[config.mk]
export PLATFORM = sky130hd
export DESIGN_NAME = mse_ctrl
export DESIGN_NICKNAME = d
export VERILOG_FILES = /design/src/rtl/assert_macros.svh /design/src/rtl/mse_pkg.sv /design/src/rtl/mse_ctrl.sv
export SDC_FILE = /design/constraint.sdc
export NUM_CORES = 1
export LEC_CHECK = 0
export CAP_MARGIN = 20
export CORE_AREA = 2 2 45 47
export CTS_BUF_LIST = sky130_fd_sc_hd__clkbuf_8
export DETAILED_ROUTE_END_ITERATION = 10
export DIE_AREA = 0 0 47 49
export DONT_BUFFER_PORTS = 1
export PLACE_DENSITY = 0.38
export SETUP_SLACK_MARGIN = 0.1
export SLEW_MARGIN = 20
export SYNTH_ARGS = -nofsm -noshare
export SYNTH_HDL_FRONTEND = slang
export SYNTH_SLANG_ARGS = --single-unit
[constraint.sdc]
create_clock -name clk -period 4.48 [get_ports clk]
set_input_delay 0.448 -clock clk [delete_from_list [all_inputs] [get_ports clk]]
set_output_delay 0.448 -clock clk [all_outputs]
set_load 0.01 [all_outputs]
[src/rtl/assert_macros.svh]
// Assertion macros shared by the RTL files that carry checks.
`ifndef ASSERT_MACROS_SVH
`define ASSERT_MACROS_SVH

// Same-cycle implication, checked on every rising clock edge outside reset.
`define ASSERT_IMPLIES(lbl, clk, rst_n, ante, cons, msg) \
    lbl: assert property (@(posedge clk) disable iff (!rst_n) (ante) |-> (cons)) \
        else $error(msg);

// Next-cycle implication, checked on every rising clock edge outside reset.
`define ASSERT_NEXT(lbl, clk, rst_n, ante, cons, msg) \
    lbl: assert property (@(posedge clk) disable iff (!rst_n) (ante) |=> (cons)) \
        else $error(msg);

`endif

[src/rtl/mse_pkg.sv]
// Package with the shared types and constants of the merge sort engine.
package mse_pkg;

    localparam int DATA_W            = 32;
    localparam int MAX_ITEMS_DEFAULT = 64;

    typedef logic signed [DATA_W-1:0] data_t;

    // Phases of the engine: collecting words, then draining them in order.
    typedef enum logic {
        ST_LOAD,
        ST_DRAIN
    } mse_state_t;

    // Commands broadcast from the controller to every cell.
    typedef struct packed {
        logic insert;
        logic shift_out;
    } cell_ctrl_t;

    // What one cell shows its neighbors.
    typedef struct packed {
        logic  occ;
        logic  lt;
        data_t data;
    } cell_link_t;

    // Virtual neighbor left of the first cell: always full, never smaller.
    localparam cell_link_t LINK_HEAD = '{occ: 1'b1, lt: 1'b0, data: '0};
    // Virtual neighbor right of the last cell: always empty.
    localparam cell_link_t LINK_TAIL = '{occ: 1'b0, lt: 1'b0, data: '0};

endpackage

[src/rtl/mse_ctrl.sv]
// Controller: load/drain sequencing and the element count.
module mse_ctrl
    import mse_pkg::*;
#(
    parameter int MAX_ITEMS = MAX_ITEMS_DEFAULT
)
(
    input  logic       clk,
    input  logic       rst_n,
    input  logic       in_valid,
    input  logic       in_last,
    input  logic       out_ready,
    input  logic       out_last,
    output logic       in_ready,
    output logic       out_valid,
    output cell_ctrl_t ctrl
);

    localparam int CNT_W = $clog2(MAX_ITEMS + 1);

    mse_state_t       state_reg;
    mse_state_t       state_next;
    logic [CNT_W-1:0] count_reg;
    logic [CNT_W-1:0] count_next;
    logic             in_acc;
    logic             out_acc;
    logic             room;

    assign in_acc  = in_valid && in_ready;
    assign out_acc = out_valid && out_ready;
    assign room    = count_reg < CNT_W'(MAX_ITEMS);

    // Next state.
    always_comb
    begin
        state_next = state_reg;
        case (state_reg)
            ST_LOAD:
            begin
                if (in_acc && in_last)
                begin
                    state_next = ST_DRAIN;
                end
            end
            ST_DRAIN:
            begin
                if (out_acc && out_last)
                begin
                    state_next = ST_LOAD;
                end
            end
            default:
            begin
                state_next = ST_LOAD;
            end
        endcase
    end

    // Outputs of the sequencer. Ready is always high while loading and valid is
    // always high while draining, so the handshakes reduce to the other side.
    always_comb
    begin
        in_ready       = 1'b0;
        out_valid      = 1'b0;
        ctrl.insert    = 1'b0;
        ctrl.shift_out = 1'b0;
        case (state_reg)
            ST_LOAD:
            begin
                in_ready    = 1'b1;
                ctrl.insert = in_valid && room;
            end
            ST_DRAIN:
            begin
                out_valid      = 1'b1;
                ctrl.shift_out = out_ready;
            end
            default:
            begin
                in_ready = 1'b0;
            end
        endcase
    end

    // Element count; words past the capacity are dropped.
    always_comb
    begin
        count_next = count_reg;
        if (out_acc && out_last)
        begin
            count_next = '0;
        end
        else if (ctrl.insert)
        begin
            count_next = count_reg + CNT_W'(1);
        end
    end

    always_ff @(posedge clk or negedge rst_n)
    begin
        if (!rst_n)
        begin
            state_reg <= ST_LOAD;
            count_reg <= '0;
        end
        else
        begin
            state_reg <= state_next;
            count_reg <= count_next;
        end
    end

endmodule

; ---- Word-level counts from Yosys, hierarchy flattened
; Index checks and enable logic that the tools add are counted.
; Widths: inputs -> output; s select.
[totals]
elab_cells = 20
input_bits = 6
output_inout_bits = 4
ff_bits = 8
[op_classes]
order_cmp = 1
reduce_logical = 6
add_sub_neg = 1
n_mux = 9
bitwise_logic = 1
[ops]
columns = cell, n
row1 = $mux 7, 2
row2 = $add 7x1->7 const B, 1
row3 = $lt 7x7->1 const B, 1
row4 = $mux 1, 6
row5 = $logic_and 1x1->1, 5
row6 = $pmux 1 s2, 1
row7 = $reduce_bool 2->1, 1
row8 = $not 1->1, 1

; ---- Longest topological paths before layout
[depth]
depth_word = 5
ltp_mapped = 4
mapped_depth_nobuf = 4

; ---- Worst setup path after synthesis
; No wires, ideal clock.
[synth_path]
path_type = reg2reg
start = register state_reg
end = register count_reg[4]
n_path_buf = 1
stages_incl_launch_ff = 5
setup_slack_ps = 2962
arrival_time_ps = 1445
required_ps = 4407
synth_period_minus_slack_ps = 1518
setup_time_ps = 73
path_cell_list = dfrtp_1 or3b_1 buf_6 or3_4 a21oi_2
[synth_between]
elab_chain_len = 4
word_cells_on_any_way = 6
classes_between = 3 x mux / 3 x reduce/logical
[synth_lines]
columns = element, line_no
row1 = "start, declared", mse_ctrl.sv:21  ; mse_state_t state_reg;
row2 = "start signal, assigned", mse_ctrl.sv:108  ; state_reg <= state_next;
row3 = $mux 1, mse_ctrl.sv:67  ; case (state_reg)
row4 = $logic_and 1x1->1, mse_ctrl.sv:30  ; assign out_acc = out_valid && out_ready;
row5 = $logic_and 1x1->1, mse_ctrl.sv:89  ; if (out_acc && out_last)
row6 = $mux 7 / $reduce_bool 2->1 (equally long branches), n/a
row7 = "end signal, assigned", mse_ctrl.sv:109  ; count_reg <= count_next;
row8 = "end, declared", mse_ctrl.sv:23  ; logic [CNT_W-1:0] count_reg;
; Several ways; a longest one is shown, not always the timed one.
; A chain may end at the register's enable or synchronous reset.

==> out/results.tsv <==
metric	value	unit
synthCells	43	
min_path_type	in -> reg	
p_per_area	539	nW/µm²
syn2layout_area_growth	14.7	%
clkLatencyLatePin	0.23	ns
vias	305	
num_rows	16	
drtIter0Drc	0	
synth.net_count	50	
crit_type	reg -> out	
drive_gt1_frac	0.182	
drt-total-wl	824	µm
grtUsageMet2	0.123	
grt.total_usage	0.0902	
gp_congestion	0.629	
avgSynthCellArea	9.92	µm²
fp.dieH	49	µm
fillers	217	
busiest_layer	met2	
multi_input_area	193	µm²
cts_buffer_depth	2	
cp_slowest_stage_delay	0.57	ns
min_path_cells	2	
worstPathMaxFanout	10	
io_pins	10	
met3_usage	0.0852	
r2r_cells	3	
ys_warn_count	0	
gr-usage-met1	0.112	
status	completed	
wl_per_cell	11.6	µm
cts_buffers	3	
h-tree-depth	1	
core	1840	µm²
io_buffers	0	
setup_slack	2.62	ns
largest_register_ffs	7	
dpl.hpwl	616	µm
drt_first_pass_iters	1	
syn_area	427	µm²
hold_viol	0	
end_kind	output pin	
die_w	47	µm
fin_setup_tns	0	ns
grt_setup_unrepaired	false	
place_ws	2.84	ns
yosys.area.top_type	dfrtp_1	
crit_chain	or3b_1 > inv_1	
final_cells	71	
num-nets-final	53	
cts_tree	yes	
fmax	537	MHz
drc_errors	0	
n_antenna_cell	0	
clockRootBuffer	clkbuf_8	
cp_slowest_cell	or3b_1	
p_leak	0.000218	µW
clk_pin_slew	0.04	ns
slew_violations	0	
fin_crit_sh	0.416	
cts_sinks	8	
finClkSkew	0.00217	ns
ys_ff_latch	8	
synth.yosys.seq_area_share	0.469	
grt_overflow_total	0	
fin_area	489	µm²
grt_pass1_wl	1440	µm
relSlewSlack	0.740	
worst-slew-pin-transition	0.389	ns
crit_cells	2	
synth_top_area_frac	0.469	
whs	0.348	ns
antenna_found_initial	0	
worst_path_dominant_cell_family	simple AND/OR/NAND/NOR gates	
crit_required	4.03	ns
cap_violations	0	
seq_area	200	µm²
dpl-instance-area	438	µm²
grt_pass1_vias	337	
min_period	1.86	ns
die-area	2300	µm²
dp_cells	67	
viasPerCell	4.30	
yosysUniqueCellTypes	25	
crit_buf_inv	1	
ys_top_cells_by_area	dfrtp_1 47%, mux2i_1 4.7%, nand3_1 3.5%	
peakVddDrop	0.225	mV
start_util	0.232	
startpoint_type	flop	
crit_arrival	1.42	ns
setup_viol	0	
final_antenna_net_count	0	
grt_max_degree	11	
timing repair:
item / in CTS / in global routing
hold buffers: 1 / 0
setup buffers: 0 / 0
setup endpoints to repair: 0 / 0
hold endpoints to repair: 8 / 0
gates resized for setup: 0 / 0
path summary, 6_finish.rpt:
kind	start	end	slack, ns
max in group asynchronous	rst_n	count_reg[5]	3.62
setup reg to reg	state_reg	count_reg[4]	2.83
hold reg to reg	count_reg[5]	count_reg[5]	0.48
setup / recovery	state_reg	ctrl[1]	2.62
min in group asynchronous	rst_n	count_reg[4]	0.58
hold / removal	in_last	state_reg	0.35
logic make-up (layout without fill, tap and decap cells):
kind of cell,count (synthesis),after routing,share of synthesized area
adders and majority gates,1,1,0.0293
DFF,8,8,0.469
xor gates and xnor gates,1,1,0.0205
buffers and inverters,6,7,0.0792
AOI/OAI and AO/OA,8,8,0.123
and+or+nand+nor,17,17,0.232
muxes,2,2,0.0469
cells in the final DEF (no fill, tap or decap), types with 2 or more instances in the layout:
cell,count
clkbuf_8,3
dfrtp_1,8
inv_1,3
mux2i_1,2
nand2_1,3
nand3_1,3
nor2_1,3
o21ai_0,3
stage by stage:
step	util	total power, µW
floorplan	-	172
global placement	0.238	177
detailed placement	0.238	178
CTS	0.266	269
global route	0.266	286
finish	0.266	264
worst reg2reg max path: stages (launching register included):
cell	delay, ns
dfrtp_1	0.45
or3b_1	0.57
or3_4	0.42
a21oi_2	0.14
power breakdown:
group / total, µW / switching [µW] / internal (µW)
clock network: 86.0 / 27.9 / 58.2
logic: 64.2 / 38.8 / 25.4
registers: 114 / 22.6 / 91.1
routing by layer:
metal / share of wire / up-vias
met5: 0 / -
li1: - / 149
met2: 0.39 / 14
met1: 0.49 / 142
met3: 0.12 / 0
met4: 0 / 0
synth_stat cells:
master and n:
or3_4 1, inv_1 3, clkbuf_1 1, nand3_1 3, a41oi_1 1, nor2_1 3, and3_1 1, xor2_1 1
buf_6 1, and3_2 1, a21oi_1 1, or3b_1 1, nand2_1 3, o211ai_1 1, nor3_1 1, or3_1 1
dfrtp_1 8, and2_2 1, buf_4 1, and2b_2 1, o21ai_0 3, o31ai_1 1, mux2i_1 2, a21oi_2 1
ha_1 1
final cells by class:
cell class / count / area share
repair buffers: 1 / 0.0205
clock buffers: 3 / 0.0844
well taps: 27 / 0.0691
flip-flops and latches: 8 / 0.409
inverters: 3 / 0.0230
multi-input cells: 29 / 0.394
(Power assumes the default switching activity.)
