**src/rtl/assert_macros.svh**
```systemverilog
// Assertion macros shared by the RTL files that carry checks.
`ifndef ASSERT_MACROS_SVH
`define ASSERT_MACROS_SVH

// Same-cycle implication, checked on every rising clock edge outside reset.
`define ASSERT_IMPLIES(lbl, clk, rst_n, ante, cons, msg) \
    lbl: assert property (@(posedge clk) disable iff (!rst_n) (ante) |-> (cons)) \
        else $error(msg);

// Next-cycle implication, checked on every rising clock edge outside reset.
`define ASSERT_NEXT(lbl, clk, rst_n, ante, cons, msg) \
    lbl: assert property (@(posedge clk) disable iff (!rst_n) (ante) |=> (cons)) \
        else $error(msg);

`endif

```
**src/rtl/mse_pkg.sv**
```systemverilog
// Package with the shared types and constants of the merge sort engine.
package mse_pkg;

    localparam int DATA_W            = 32;
    localparam int MAX_ITEMS_DEFAULT = 64;

    typedef logic signed [DATA_W-1:0] data_t;

    // Phases of the engine: collecting words, then draining them in order.
    typedef enum logic {
        ST_LOAD,
        ST_DRAIN
    } mse_state_t;

    // Commands broadcast from the controller to every cell.
    typedef struct packed {
        logic insert;
        logic shift_out;
    } cell_ctrl_t;

    // What one cell shows its neighbors.
    typedef struct packed {
        logic  occ;
        logic  lt;
        data_t data;
    } cell_link_t;

    // Virtual neighbor left of the first cell: always full, never smaller.
    localparam cell_link_t LINK_HEAD = '{occ: 1'b1, lt: 1'b0, data: '0};
    // Virtual neighbor right of the last cell: always empty.
    localparam cell_link_t LINK_TAIL = '{occ: 1'b0, lt: 1'b0, data: '0};

endpackage

```
**src/rtl/mse_cell.sv**
```systemverilog
// One cell of the insertion chain: holds a single element and its occupied flag.
module mse_cell
    import mse_pkg::*;
(
    input  logic       clk,
    input  logic       rst_n,
    input  cell_ctrl_t ctrl,
    input  data_t      new_value,
    input  cell_link_t left,
    input  cell_link_t right,
    output cell_link_t link
);

    logic  occ_reg;
    logic  occ_next;
    data_t data_reg;
    data_t data_next;
    logic  lt;

    // The new word belongs in front of this cell's element.
    assign lt = occ_reg && (new_value < data_reg);

    assign link.occ  = occ_reg;
    assign link.lt   = lt;
    assign link.data = data_reg;

    // Insert: take the left neighbor's element when it moves over, or take the
    // new word at the first place where it fits. Drain: pull from the right.
    always_comb
    begin
        occ_next  = occ_reg;
        data_next = data_reg;
        if (ctrl.shift_out)
        begin
            occ_next  = right.occ;
            data_next = right.data;
        end
        else if (ctrl.insert)
        begin
            if (left.lt)
            begin
                occ_next  = left.occ;
                data_next = left.data;
            end
            else if ((lt || !occ_reg) && left.occ)
            begin
                occ_next  = 1'b1;
                data_next = new_value;
            end
        end
    end

    always_ff @(posedge clk or negedge rst_n)
    begin
        if (!rst_n)
        begin
            occ_reg <= 1'b0;
        end
        else
        begin
            occ_reg <= occ_next;
        end
    end

    always_ff @(posedge clk)
    begin
        data_reg <= data_next;
    end

endmodule

```
**config.mk**
```make
export PLATFORM = sky130hd
export DESIGN_NAME = mse_cell
export DESIGN_NICKNAME = d
export VERILOG_FILES = /design/src/rtl/assert_macros.svh /design/src/rtl/mse_pkg.sv /design/src/rtl/mse_cell.sv
export SDC_FILE = /design/constraint.sdc
export NUM_CORES = 1
export LEC_CHECK = 0
export ABC_AREA = 0
export BUFFER_PORTS_ARGS = -buffer_cell sky130_fd_sc_hd__buf_4
export CAP_MARGIN = 25
export CORE_ASPECT_RATIO = 0.9
export CORE_MARGIN = 5
export CORE_UTILIZATION = 45
export DETAILED_ROUTE_END_ITERATION = 7
export PLACE_DENSITY = 0.92
export REMOVE_ABC_BUFFERS = 1
export SYNTH_ARGS = -nofsm -noshare
export SYNTH_HDL_FRONTEND = slang
export SYNTH_SLANG_ARGS = --single-unit
```
**constraint.sdc**
```tcl
create_clock -name clk -period 4.8 [get_ports clk]
set_clock_uncertainty 0.15 [all_clocks]
set_input_delay 0.48 -clock clk [delete_from_list [all_inputs] [get_ports clk]]
set_output_delay 0.48 -clock clk [all_outputs]
set_load 0.02 [all_outputs]
```
Word level (Yosys, flattened, before mapping)
Cells that the tools add are included.
{"block": "op_classes", "magnitude_cmp": 1, "mux": 8, "n_reduce_logical": 7}
{"cell": "32-bit 2-to-1 mux", "count": 4}
{"cell": "32-bit < comparator", "count": 1}
{"cell": "1-bit 2-to-1 mux", "count": 4}
{"cell": "3-bit nonzero test", "count": 1}
{"cell": "1-bit logical AND", "count": 2}
{"cell": "2-bit AND reduction", "count": 1}
{"cell": "2-bit nonzero test", "count": 1}
{"cell": "1-bit zero test", "count": 1}
{"cell": "1-bit logical OR", "count": 1}
{"block": "word_totals", "register_bits": 33, "inputBits": 104, "wordCells": 18}

Longest topological paths before layout
{"block": "logic_depth", "depth_word": 8, "ltp_mapped": 9, "mapped_depth_nobuf": 8}

Worst setup path before layout
OpenSTA, ideal clock, no wires.
{"block": "synth_path", "path_kind": "reg2reg", "startpoint": "reg data_reg[19]", "endpoint": "reg data_reg[0], enable pin", "arrival_time_ns": 3.325, "required_ns": 4.209, "path_slack_ns": 0.884, "stages_incl_launch_ff": 9, "synth_period_minus_slack_ns": 3.916, "path_cell_list": "edfxtp_1 > inv_1 > ha_1 > a21oi_1 > o21ai_0 > a221oi_1 > o21a_1 > a41oi_2 > a31oi_1"}
{"block": "synth_between", "elab_chain_len": 6}
{"item": "start: declaration", "line_no": "mse_cell.sv:16", "rtl": "data_t data_reg;"}
{"item": "start signal: assignment", "line_no": "mse_cell.sv:67", "rtl": "data_reg <= data_next;"}
{"item": "32-bit < comparator", "line_no": "mse_cell.sv:21", "rtl": "assign lt = occ_reg && (new_value < data_reg);"}
{"item": "1-bit logical AND", "line_no": "mse_cell.sv:21"}
{"item": "1-bit logical OR", "line_no": "mse_cell.sv:45", "rtl": "else if ((lt || !occ_reg) && left.occ)"}
{"item": "1-bit logical AND", "line_no": "mse_cell.sv:45"}
{"item": "3-bit nonzero test (no source line)"}
{"item": "2-bit AND reduction (no source line)"}
No other way between the ends.
A chain may end at the register's enable or synchronous reset.

==> summary.md <==
| Metric | Value |
|---|---|
| Flop pwr share | 41.1% |
| Synthesized flop and latch total | 33 |
| Crit path launch type | flop |
| Hold path start | right[33] |
| Cells after Synth | 262 |
| Top cells by count, synth | 42 x nand2_1, 36 x o21ai_0, 32 x edfxtp_1, 32 x inv_1, 32 x mux2i_1 |
| Post-synth top flop | edfxtp_1 |
| Total number of vias | 2366 |
| Net Sw Frac | 30.5% |
| Hold Path Depth | 3 |
| Via/cell ratio | 5.12 |
| Cell Area, Synth | 2510 um^2 |
| DIE HEIGHT | 80.8 um |
| Slew margin rel. | 60.8% |
| First-pass GRT wire length | 10500 um |
| CP max-delay cell | edfxtp_1 |
| Status | completed |
| Area leader, netlist | edfxtp_1 |
| Worst Path Arrival | 2470 ps |
| Comb pwr share | 35.6% |
| Top cells by area, synth | edfxtp_1 38%, ha_1 15%, mux2i_1 13% |
| Vias in the first global route | 2418 |
| Setup tns final | 0 ps |
| Starting Density | 47.1% |
| Max Cap Viol | 0 |
| Launch point of the worst reg-to-reg path | data_reg[17] |
| CTS Sinks | 33 |
| Power per Cell Area | 247 nW/um^2 |
| Clock root cell | clkbuf_8 |
| Tot GR Track Use | 19.0% |
| Avg Cell Area, Syn | 9.57 um^2 |
| Pin count of the biggest net entering global routing | 69 |
| CP Buf/Inv Count | 2 |
| Fmax | 323 MHz |
| Required time worst endpoint | 4170 ps |
| Internal power | 633 uW |
| Number of synthesized flops with an enable pin | 32 |
| YS warnings | 0 |
| Drt drc | 0 |
| Leak | 0.00185 uW |
| DR WL/cell | 15.0 um |
| Hold/Removal Path Class | in -> reg |
| Rows | 25 |
| ANT cells | 0 |
| Critical path fanouts, max | 4 |
| Area Growth Syn to Fin | 47.4% |
| Global route total overflow | 0 |
| Synth top area share | 38.3% |
| Routability Congestion | 0.814 |
| Net Sw Power | 278 uW |
| Max reg flops | 32 |
| Iter 0 DRT Violations | 59 |
| Clock tree buffer depth | 2 |
| RSZ-0062 raised after global routing | no |
| Clk pwr share | 23.3% |
| Count of cell types in the netlist | 32 |
| Final Hold Fails | 0 |
| Nets | 529 |
| TritonCTS clock tree | yes |
| DIE WIDTH | 88.7 um |
| Post-layout min period | 3100 ps |
| Final setup violating endpoints | 0 |
| FF-to-FF setup slack | 1930 ps |
| Final period util | 64.6% |
| Port-buffer cells | 136 |
| Measured slew at the worst slew-check pin | 587 ps |
| WHS | 288 ps |
| DRT antenna net count | 0 |
| Pre-Repair DR Iteration Count | 4 |
| Reg-to-reg critical path endpoint | data_reg[23] |
| TritonCTS buffer count | 5 |
| DIE AREA | 7160 um^2 |
| Post-DP HPWL | 5700 um |
| Most frequent cell after synthesis | nand2_1 |
| Share of cells above drive strength 1 | 37.7% |
| Io pins | 138 |
| Sink of the worst hold path | occ_reg |
| Reg clk slew, reported paths | 70 ps |
| CP delay by family, top | simple AND/OR/NAND/NOR gates |
| Critical Path Sink Type | output pin |
| Antenna violations before repair | 0 |
| CTS HTree Levels | 2 |
| Layout fillers | 411 |
| Sequential area share after synthesis | 39.3% |
| Core Box Area | 5320 um^2 |
| Maximum VDD drop | 147 uV |
| Setup CP Type | reg -> out |
| Pins Over Slew Limit | 0 |
| Final WL | 6910 um |
| CP cell instances | inv_1 -> ha_1 -> nand4_2 -> nor4_2 -> nor3b_2 -> o31ai_1 -> a41oi_2 -> nor2b_1 -> buf_4 |
| CP max stage delay | 350 ps |
| Worst-skew pair later-pin latency | 280 ps |
| Reg2Reg Depth | 9 |
| Async set-reset flop share out of synthesis | 3.03% |
## cell usage in the layout (no fill, tap or decap), drive strengths merged
| cell type | instances |
|---|---|
| buf | 137 |
| nand2 | 42 |
| o21ai | 36 |
| inv | 32 |
| mux2i | 32 |
| edfxtp | 32 |
| ha | 31 |
| a21oi | 11 |
| clkbuf | 8 |
| nor2 | 6 |
| nand4 | 4 |
| nor2b | 2 |
| o211ai | 2 |
| nand3 | 2 |
| o21a | 2 |
| a2111oi | 2 |
| nand2b | 1 |
| nor4 | 1 |
| nor3b | 1 |
| a21boi | 1 |
| a21o | 1 |
| o31ai | 1 |
| a211oi | 1 |
| o21bai | 1 |
| a221oi | 1 |
| a41oi | 1 |
| a31oi | 1 |
| a22oi | 1 |
| dlygate4sd3 | 1 |
| dfrtp | 1 |
## metrics by stage
stage	area, um^2	util, %	total power, uW	worst slack (ps)	instances
after floorplan	2450	-	536	884	249
after global placement	3570	67.1	691	1370	452
after detailed placement	3590	67.6	709	1650	453
after CTS	3690	69.5	925	1640	462
after global routing	3690	69.5	972	1470	462
final	3690	69.5	911	1700	462
## power by group through the flow
stage / clock network [uW] / registers (uW) / logic, uW
3_3_place_gp: 0 / 379 / 312
2_1_floorplan: 0 / 419 / 117
5_1_grt: 234 / 379 / 360
4_1_cts: 221 / 375 / 330
6_report: 212 / 375 / 325
3_5_place_dp: 0 / 381 / 328
## how the worst max path moves through the flow
stage	from	endpoint	slack, ps	depth (start not counted)
finish	data_reg[31]	link[32]	1700	9
global route	data_reg[27]	link[32]	1470	9
CTS	data_reg[31]	link[32]	1640	9
detailed placement	new_value[19]	data_reg[4]	1650	9
global placement	new_value[19]	data_reg[4]	1370	8
floorplan	data_reg[19]	data_reg[0]	880	8
## logic make-up (layout without fill, tap and decap cells)
group,Yosys count,in the layout,share of synthesized area [%]
AO/OA/AOI/OAI,62,62,14.6
AND/OR/NAND/NOR,59,59,10.6
buffers and inverters,45,178,7.19
flip-flops,33,33,39.3
multiplexers,32,32,12.8
adder cells (fa/ha/maj),31,31,15.5
## worst reg2reg max path: stages, from the launching register on
cell,delay [ps]
edfxtp_1,390
inv_1,70
ha_1,230
a21oi_1,150
o21ai_0,100
a221oi_1,390
o21a_1,200
a41oi_2,170
a31oi_4,480
buf_16,240
## layer usage
layer / GRT usage, % / wire (um)
met3: 5.48 / 632
met2: 34.8 / 3540
met1: 21.2 / 2660
met5: 0 / 0
met4: 5.44 / 81
## cell type report
type | count | area [um^2] | share of cell area [%]
clock buffers | 8 | 90.1 | 2.44
inverters | 32 | 120 | 3.25
multi-input cells | 184 | 1360 | 36.7
flip-flops and latches | 33 | 986 | 26.7
well taps | 67 | 83.8 | 2.27
repair buffers | 138 | 1060 | 28.7
## what timing repair did
item,in CTS,in global routing
hold endpoints to repair,1,0
setup buffers,0,0
hold buffers,1,0
resized for setup,0,0
(Power assumes the default switching activity.)
